**src/rtl/pld_pkg.sv**
```systemverilog
// ----------------------------------------------------------------------------
// pld_pkg
// Widths and stage records of the point-to-line distance pipeline.
// ----------------------------------------------------------------------------
package pld_pkg;

  localparam int CRD_W  = 16;            // coordinate width
  localparam int DIF_W  = CRD_W + 1;     // coordinate difference
  localparam int PRD_W  = 2 * DIF_W;     // product of two differences
  localparam int MAG_W  = PRD_W;         // magnitude of a cross term / squared length
  localparam int HLF_W  = MAG_W / 2;     // half of a magnitude
  localparam int SQ_W   = 2 * MAG_W;     // squared cross term
  localparam int OUT_W  = 17;            // result width
  localparam int IN_W   = 9 * CRD_W;
  localparam int ODAT_W = ((2 * OUT_W + 7) / 8) * 8;
  localparam int FRONT_LAT = 6;
  localparam int DIV_LAT   = MAG_W;      // one quotient bit per cell
  localparam int SQRT_LAT  = OUT_W;      // one root bit per cell

  typedef struct packed {
    logic [SQ_W-1:0]  s;     // squared cross product
    logic [MAG_W-1:0] lsq;   // squared length
    logic             degen;
  } front_t;

  typedef struct packed {
    logic [MAG_W-1:0] rem;
    logic [MAG_W-1:0] num;
    logic [MAG_W-1:0] quot;
    logic [MAG_W-1:0] lsq;
    logic             degen;
  } div_t;

  typedef struct packed {
    logic [OUT_W:0]   rem;
    logic [OUT_W-1:0] root;
    logic [MAG_W-1:0] rad;
  } sqrt_t;

endpackage

```
**src/rtl/pld_sqrt_cell.sv**
```systemverilog
// ----------------------------------------------------------------------------
// pld_sqrt_cell
// One digit-by-digit square root step: one root bit per cell.
// ----------------------------------------------------------------------------
module pld_sqrt_cell (
  input  logic            clk,
  input  logic            en,
  input  pld_pkg::sqrt_t  q_in,
  output pld_pkg::sqrt_t  q_out
);

  localparam int OW = pld_pkg::OUT_W;
  localparam int MW = pld_pkg::MAG_W;

  pld_pkg::sqrt_t q_r;
  logic [OW+2:0]  t;
  logic [OW+2:0]  d;
  logic           ge;

  always_comb begin
    t  = {q_in.rem, q_in.rad[MW-1:MW-2]};
    d  = {1'b0, q_in.root, 2'b01};
    ge = (t >= d);
  end

  always_ff @(posedge clk) begin
    if (en) begin
      q_r.rem  <= ge ? (OW+1)'(t - d) : t[OW:0];
      q_r.root <= {q_in.root[OW-2:0], ge};
      q_r.rad  <= {q_in.rad[MW-3:0], 2'b00};
    end
  end

  assign q_out = q_r;

endmodule

```
**config.mk**
```make
export PLATFORM = sky130hd
export DESIGN_NAME = pld_sqrt_cell
export DESIGN_NICKNAME = d
export VERILOG_FILES = /design/src/rtl/pld_pkg.sv /design/src/rtl/pld_sqrt_cell.sv
export SDC_FILE = /design/constraint.sdc
export NUM_CORES = 1
export LEC_CHECK = 0
export BUFFER_PORTS_ARGS = -buffer_cell sky130_fd_sc_hd__buf_4
export CORE_ASPECT_RATIO = 1.4
export CORE_UTILIZATION = 45
export CTS_BUF_LIST = sky130_fd_sc_hd__clkbuf_2 sky130_fd_sc_hd__clkbuf_4 sky130_fd_sc_hd__clkbuf_8
export CTS_CLUSTER_SIZE = 25
export DETAILED_ROUTE_END_ITERATION = 7
export GPL_TIMING_DRIVEN = 0
export PLACE_DENSITY_LB_ADDON = 0.3
export SYNTH_ARGS = -nofsm -noshare
export SYNTH_HDL_FRONTEND = slang
export SYNTH_SLANG_ARGS = --single-unit
```
**constraint.sdc**
```tcl
create_clock -name clk -period 3.2 [get_ports clk]
set_input_delay 0.48 -clock clk [delete_from_list [all_inputs] [get_ports clk]]
set_output_delay 0.48 -clock clk [all_outputs]
set_load 0.02 [all_outputs]
```
==> results.toml <==
[outcome]
status = "complete, no violations"

[floorplanning]
die_h_um = 103
io_pins = 140
die_area_mm2 = 0.00762
die_x_um = 74.1
rows = 36
initial_core_util_pct = 46.9
core_area_mm2 = 0.00698

[grt]
grt_max_degree = 68
grt_pass1_vias = 2274
grtUsageTotal_pct = 18.4
grt_first_pass_wirelength_um = 10300
grt_overflow_total = 0
antenna_found_initial = 0

[critical_path]
cp.depth = 12
start_kind = "input pin"
max_stage_delay_ns = 0.29
crit_required_ns = 3.29
arrival_ns = 2.61
path_cells = "buf_4 -> inv_1 -> ha_1 -> buf_2 -> nand4_2 -> nor3_2 -> a41oi_1 -> o2111a_2 -> or2_1 -> buf_6 -> buf_12 -> mux2_4"
crit_family = "simple AND/OR/NAND/NOR gates"
crit_path_end_kind = "register"
cp_max_fo = 10
critPathBufInv = 5
crit_type = "in2reg"
critPathSlowestCell = "mux2_4"

[synthesis]
syn-instance-count = 242
synth_area_leaders = "edfxtp_1, ha_1, mux2_2"
ys_seq_elements = 67
synth.top_cell.area_share_pct = 61.5
avgSynthCellArea_um2 = 13.5
ys.flop_type = "edfxtp_1"
synth_edf_count = 67
synthArstFlopShare_pct = 0
syn_area_mm2 = 0.00327
synth_top_area_cell = "edfxtp_1"
synth.distinct_cells = 46
ys_warn_count = 0
synth-seq-area-share_pct = 61.5

[sta]
setup_tns_ns = 0
drv_slew = 0
tightest_slew_ns = 0.845
fmax_mhz = 398
hold_viol_final = 0
slew_headroom_pct = 43.7
setup_violations = 0
rsz0062_at_grt = "no"
min_period_ns = 2.52
finalCritPeriodShare_pct = 78.6

[clock_network]
postCtsSetupRepairBufs = 0
clockRootBuffer = "clkbuf_8"
clock-sinks = 67
hold_buffers = 0
ctsResizeCount = 0
cts.path.max_buffers = 2
cts_tree = "done"
numCtsBuffers = 9
h-tree-depth = 3
cts.clk_slew.worst_paths_ns = 0.08

[routing]
viasPerCell = 4.94
drt-wirelength-per-cell_um = 14.1
drt-initial-drc-count = 61
final_antenna_net_count = 0
drc = 0
drt_wl_total_um = 6890
drt_pass1_iterations = 4
route.vias.total = 2419

[layout]
area_growth_pct = 40.0
diodes = 0
fin_nets = 481
layout_commonest_cell = "buf_4"
layout_common_cells = "buf_4, edfxtp_1, inv_1, ha_1, a21oi_1"
stdcell_count = 490
final_area_mm2 = 0.00458
largest_reg_flops = 67
layout-drive-gt1-share_pct = 44.6

[place]
placed_cells = 475
place.port_buffers = 137
place_congestion = 0.800
place_hpwl_um = 5130
post_dp_cell_area_mm2 = 0.00442

[worst_hold_path]
min_path_cells = 1
hold_path.class = "in2reg"

[run]
maxCapViolCount = 0

[pwr]
peakVddDrop_v = 0.000274
p_total_mw = 2.29
pwr_density_cell_mw_per_mm2 = 501
cellLeakagePower_nw = 2.01
==> report_power, final <==
group	total (mW)	internal [mW]	leakage [nW]	switching, mW
logic	0.612	0.292	1.28	0.320
registers	1.10	1.08	0.656	0.0229
clock network	0.584	0.269	0.0783	0.315
==> Yosys cell counts, types with 2 or more instances <==
cell / n
nor2b_1: 3
mux2_4: 3
a21o_1: 3
mux2_2: 9
nand2_1: 11
xor2_1: 5
inv_1: 22
o21ai_0: 15
a21oi_1: 16
nand2b_1: 4
buf_4: 2
xnor2_1: 7
edfxtp_1: 67
a31oi_1: 2
a211oi_1: 2
o21a_1: 4
nor3_1: 5
o31ai_1: 3
nor2_1: 8
ha_1: 19
nand3_1: 4
o211ai_1: 4
==> metal layers <==
layer  vias to the layer above  global-route usage [%]  share of wire (%)
met2                        99                    32.7                 52
met1                      1116                    19.4                 37
li1                       1197                       -                  -
met3                         7                    5.08                9.5
met4                         0                    9.76                1.0
met5                         -                       0                  0
==> worst paths after layout <==
path                  slack [ns]        end      from
worst max-delay path        0.68  q_out[62]  q_in[43]
worst min-delay path        0.31  q_out[20]  q_in[18]
==> logic make-up (layout without fill, tap and decap cells) <==
logic type / after synthesis / in the layout / share of synthesized area (%)
buf+inv: 28 / 180 / 4.24
compound gates: 57 / 57 / 11.6
xor+xnor: 12 / 12 / 3.21
fa+ha+maj: 19 / 19 / 7.27
flops: 67 / 67 / 61.5
mux: 13 / 13 / 4.78
simple gates: 45 / 45 / 7.30
other cells: 1 / 2 / 0.115
==> layout make-up <==
class | count | area (um2)
fillers | 550 | 2400
flip-flops and latches | 67 | 2010
multi-input cells | 148 | 1120
repair buffers | 137 | 1030
clock buffers | 9 | 124
well taps | 95 | 119
inverters | 22 | 82.6
plain buffers | 6 | 56.3
clock inverters | 6 | 33.8
==> metrics by stage <==
| step | hold WS [ns] | util [%] | worst slack [ns] |
|---|---|---|---|
| finish | 0.308 | 65.6 | 0.685 |
| global route | 0.294 | 65.6 | 0.556 |
| CTS | 0.291 | 65.6 | 0.689 |
| detailed placement | 0.660 | 63.4 | 0.328 |
| global placement | 0.658 | 63.4 | 0.341 |
| floorplan | 0.579 | - | 0.615 |
No activity file was read; power rests on OpenSTA's default activity.
