**src/rtl/pld_pkg.sv**
```systemverilog
// ----------------------------------------------------------------------------
// pld_pkg
// Widths and stage records of the point-to-line distance pipeline.
// ----------------------------------------------------------------------------
package pld_pkg;

  localparam int CRD_W  = 16;            // coordinate width
  localparam int DIF_W  = CRD_W + 1;     // coordinate difference
  localparam int PRD_W  = 2 * DIF_W;     // product of two differences
  localparam int MAG_W  = PRD_W;         // magnitude of a cross term / squared length
  localparam int HLF_W  = MAG_W / 2;     // half of a magnitude
  localparam int SQ_W   = 2 * MAG_W;     // squared cross term
  localparam int OUT_W  = 17;            // result width
  localparam int IN_W   = 9 * CRD_W;
  localparam int ODAT_W = ((2 * OUT_W + 7) / 8) * 8;
  localparam int FRONT_LAT = 6;
  localparam int DIV_LAT   = MAG_W;      // one quotient bit per cell
  localparam int SQRT_LAT  = OUT_W;      // one root bit per cell

  typedef struct packed {
    logic [SQ_W-1:0]  s;     // squared cross product
    logic [MAG_W-1:0] lsq;   // squared length
    logic             degen;
  } front_t;

  typedef struct packed {
    logic [MAG_W-1:0] rem;
    logic [MAG_W-1:0] num;
    logic [MAG_W-1:0] quot;
    logic [MAG_W-1:0] lsq;
    logic             degen;
  } div_t;

  typedef struct packed {
    logic [OUT_W:0]   rem;
    logic [OUT_W-1:0] root;
    logic [MAG_W-1:0] rad;
  } sqrt_t;

endpackage

```
**src/rtl/pld_div_cell.sv**
```systemverilog
// ----------------------------------------------------------------------------
// pld_div_cell
// One restoring division step: one quotient bit per cell.
// ----------------------------------------------------------------------------
module pld_div_cell (
  input  logic            clk,
  input  logic            en,
  input  pld_pkg::div_t   d_in,
  output pld_pkg::div_t   d_out
);

  localparam int MW = pld_pkg::MAG_W;

  pld_pkg::div_t d_r;
  logic [MW:0]   rr;
  logic          ge;

  always_comb begin
    rr = {d_in.rem, d_in.num[MW-1]};
    ge = (rr >= {1'b0, d_in.lsq});
  end

  always_ff @(posedge clk) begin
    if (en) begin
      d_r.rem   <= ge ? MW'(rr - {1'b0, d_in.lsq}) : rr[MW-1:0];
      d_r.num   <= {d_in.num[MW-2:0], 1'b0};
      d_r.quot  <= {d_in.quot[MW-2:0], ge};
      d_r.lsq   <= d_in.lsq;
      d_r.degen <= d_in.degen;
    end
  end

  assign d_out = d_r;

endmodule

```
**config.mk**
```make
export PLATFORM = sky130hd
export DESIGN_NAME = pld_div_cell
export DESIGN_NICKNAME = d
export VERILOG_FILES = /design/src/rtl/pld_pkg.sv /design/src/rtl/pld_div_cell.sv
export SDC_FILE = /design/constraint.sdc
export NUM_CORES = 1
export LEC_CHECK = 0
export BUFFER_PORTS_ARGS = -buffer_cell sky130_fd_sc_hd__buf_2
export CORE_ASPECT_RATIO = 0.9
export CORE_MARGIN = 3
export CORE_UTILIZATION = 48
export DETAILED_ROUTE_END_ITERATION = 12
export GPL_ROUTABILITY_DRIVEN = 0
export PLACE_DENSITY = 0.78
export SYNTH_ARGS = -nofsm -noshare
export SYNTH_HDL_FRONTEND = slang
export SYNTH_SLANG_ARGS = --single-unit
```
**constraint.sdc**
```tcl
create_clock -name clk -period 3.9 [get_ports clk]
set_input_delay 0.975 -clock clk [delete_from_list [all_inputs] [get_ports clk]]
set_output_delay 0.975 -clock clk [all_outputs]
set_load 0.05 [all_outputs]
```
==> flow_metrics.tcl <==
set metrics [dict create \
    p_comb_frac 0.251 \
    syn-num-nets 691 \
    antenna_found_initial 0 \
    grtUsageTotal 0.236 \
    crit_fanout 3 \
    end_kind "register" \
    numCtsBuffers 17 \
    drt-met1-wl_mm 6.70 \
    ys_seq_elements 136 \
    synth.largest_area_cell "edfxtp_1" \
    netlist_area_mm2 0.00647 \
    postCtsSetupRepairBufs 0 \
    switchingPower_mw 1.58 \
    rsz0062_at_grt "false" \
    total_power_mw 4.72 \
    ctsHoldBuffers 0 \
    worst_slew_pin_slew_ns 0.501 \
    synthTopCellsByCount "136 x edfxtp_1, 52 x nand2_1, 44 x o21ai_0" \
    place_inst 944 \
    intPower_mw 3.14 \
    finalSetupTns_ns 0 \
    async_reset_ff_frac 0 \
    syn_area_per_cell_um2 12.5 \
    yosysWarningCount 0 \
    p_leak_nw 3.83 \
    wl_met2_mm 9.14 \
    grt_max_degree 58 \
    maxCapViolations 0 \
    cp.arrival_ns 3.46 \
    cts_resized 0 \
    max-slew-margin-rel 0.663 \
    yosys.cell_count.top_type "edfxtp_1" \
    clk_pin_slew_ns 0.06 \
    period_needed_ns 3.31 \
    fin_cells 976 \
    drt_iter0_markers 339 \
    peakVddDrop_mv 0.315 \
    rows 39 \
    port_buffers 273 \
    max-clock-path-buffers 2 \
    grt_pass1_wl_mm 27.0 \
    place_area_mm2 0.00806 \
    overflow 0 \
    design_area_mm2 0.00868 \
    grt_pass1_vias 5294 \
    htreeDepth 4 \
    max_freq_ghz 0.302 \
    finalMaxSlewViolations 0 \
    power_frac_seq 0.386 \
    required_ns 4.05 \
    largest_register_ffs 136 \
    initial_utilization 0.500 \
    crit_path_start_kind "input pin" \
    hp-class "input pin to register" \
    area_growth_pct 34.2 \
    min_from "d_in[90]" \
    nNetsFinal 973 \
    antenna_left 0 \
    antenna_cells 0 \
    die_w_um 128 \
    setup_viol 0 \
    fin_crit_sh 0.848 \
    wl_per_cell_um 18.5 \
    synth_top_area_frac 0.631 \
    yosysSeqAreaShare 0.631 \
    drc_errors 0 \
    synth-edff-count 136 \
    io_pins 276 \
    route.met3.wl_mm 1.72 \
    dr.max_layer_used "met4" \
    cts_tree "done" \
    drt_first_pass_iters 5 \
    final-hold-violation-count 0 \
    root_buffer "clkbuf_16" \
    clock_sinks 136 \
    die_area_mm2 0.0149 \
    yosysUniqueCellTypes 57 \
    drive_gt1_frac 0.405 \
    startpoint "d_in[102]" \
    synth_flop_cell "edfxtp_1" \
    critPathKind "input pin to register" \
    outcome "finished, final reports clean" \
    p_sw_frac 0.335 \
    clockPowerShare 0.363 \
    syn-instance-count 517 \
    power_density_mw_per_mm2 543 \
    wl_mm 18.1 \
    place_hpwl_mm 13.9 \
    vias 5131 \
    core_mm2 0.0129 \
    synth.area.top_cells "edfxtp_1 63%, ha_1 6.6%, o21ai_0 3.4%" \
    via_per_inst 5.26 \
    die_y_um 116 \
]
## worst max-delay path, cell delays in order
cell	delay, ns
buf_2	0.11
inv_1	0.05
ha_1	0.17
inv_1	0.06
fa_1	0.40
a21oi_1	0.23
o211ai_1	0.16
buf_4	0.18
a21oi_1	0.20
o21ai_0	0.25
a21o_1	0.24
a21oi_1	0.19
xor2_1	0.16
o21ai_0	0.09
## routing by layer
layer,track usage,up-vias
met2,0.414,217
li1,-,2479
met1,0.258,2403
met3,0.0864,32
met4,0.100,0
met5,0,-
## final timing paths
kind,endpoint,cells after the start
worst max-delay path,d_out[123]$_DFFE_PP_,14
worst min-delay path,d_out[91]$_DFFE_PP_,1
## final cells by class
cell class | instances | area [um^2]
inverters | 42 | 158
repair buffers | 285 | 1500
fillers | 925 | 4250
clock buffers | 17 | 425
flip-flops and latches | 136 | 4080
well taps | 164 | 205
clock inverters | 15 | 201
multi-input cells | 317 | 2110
## cell usage in the layout (no fill, tap or decap), types with 4 or more instances in the layout
master,n
o31ai_1,4
nand4_1,9
edfxtp_1,136
nand2_1,52
inv_6,7
buf_4,9
nor2_1,22
xnor2_1,16
o21ai_1,4
ha_1,34
inv_1,41
nand3_1,7
a21oi_1,32
buf_2,272
o21bai_1,4
nand2b_1,4
a21o_1,11
clkbuf_16,17
xor2_1,13
o211ai_1,4
and2_1,4
nor3_1,6
o21ai_0,44
## cell families (layout without fill, tap and decap cells)
| family | after synthesis | in the layout | synth area share |
|---|---|---|---|
| flops | 136 | 136 | 0.631 |
| compound gates | 131 | 131 | 0.127 |
| simple gates | 117 | 117 | 0.0824 |
| buf+inv | 64 | 359 | 0.0437 |
| fa+ha+maj | 35 | 35 | 0.0689 |
| xor+xnor | 29 | 29 | 0.0393 |
| mux | 4 | 4 | 0.00696 |
| other cells | 1 | 1 | 0.000580 |
## metrics by stage
step / utilization / hold WS (ns) / setup slack [ns]
after global placement: 0.623 / 1.15 / 0.194
after global routing: 0.671 / 0.711 / 0.433
final: 0.671 / 0.731 / 0.593
after CTS: 0.671 / 0.713 / 0.576
after detailed placement: 0.623 / 1.15 / 0.167
after floorplan: - / 1.07 / 0.453
## power groups by stage
stage	clock network, mW	logic [mW]	registers [mW]
after floorplan	0	0.325	2.36
after global placement	0	1.16	1.84
after detailed placement	0	1.18	1.85
after CTS	1.74	1.19	1.82
after global routing	1.80	1.26	1.83
final	1.71	1.18	1.82
(Power assumes the default switching activity.)
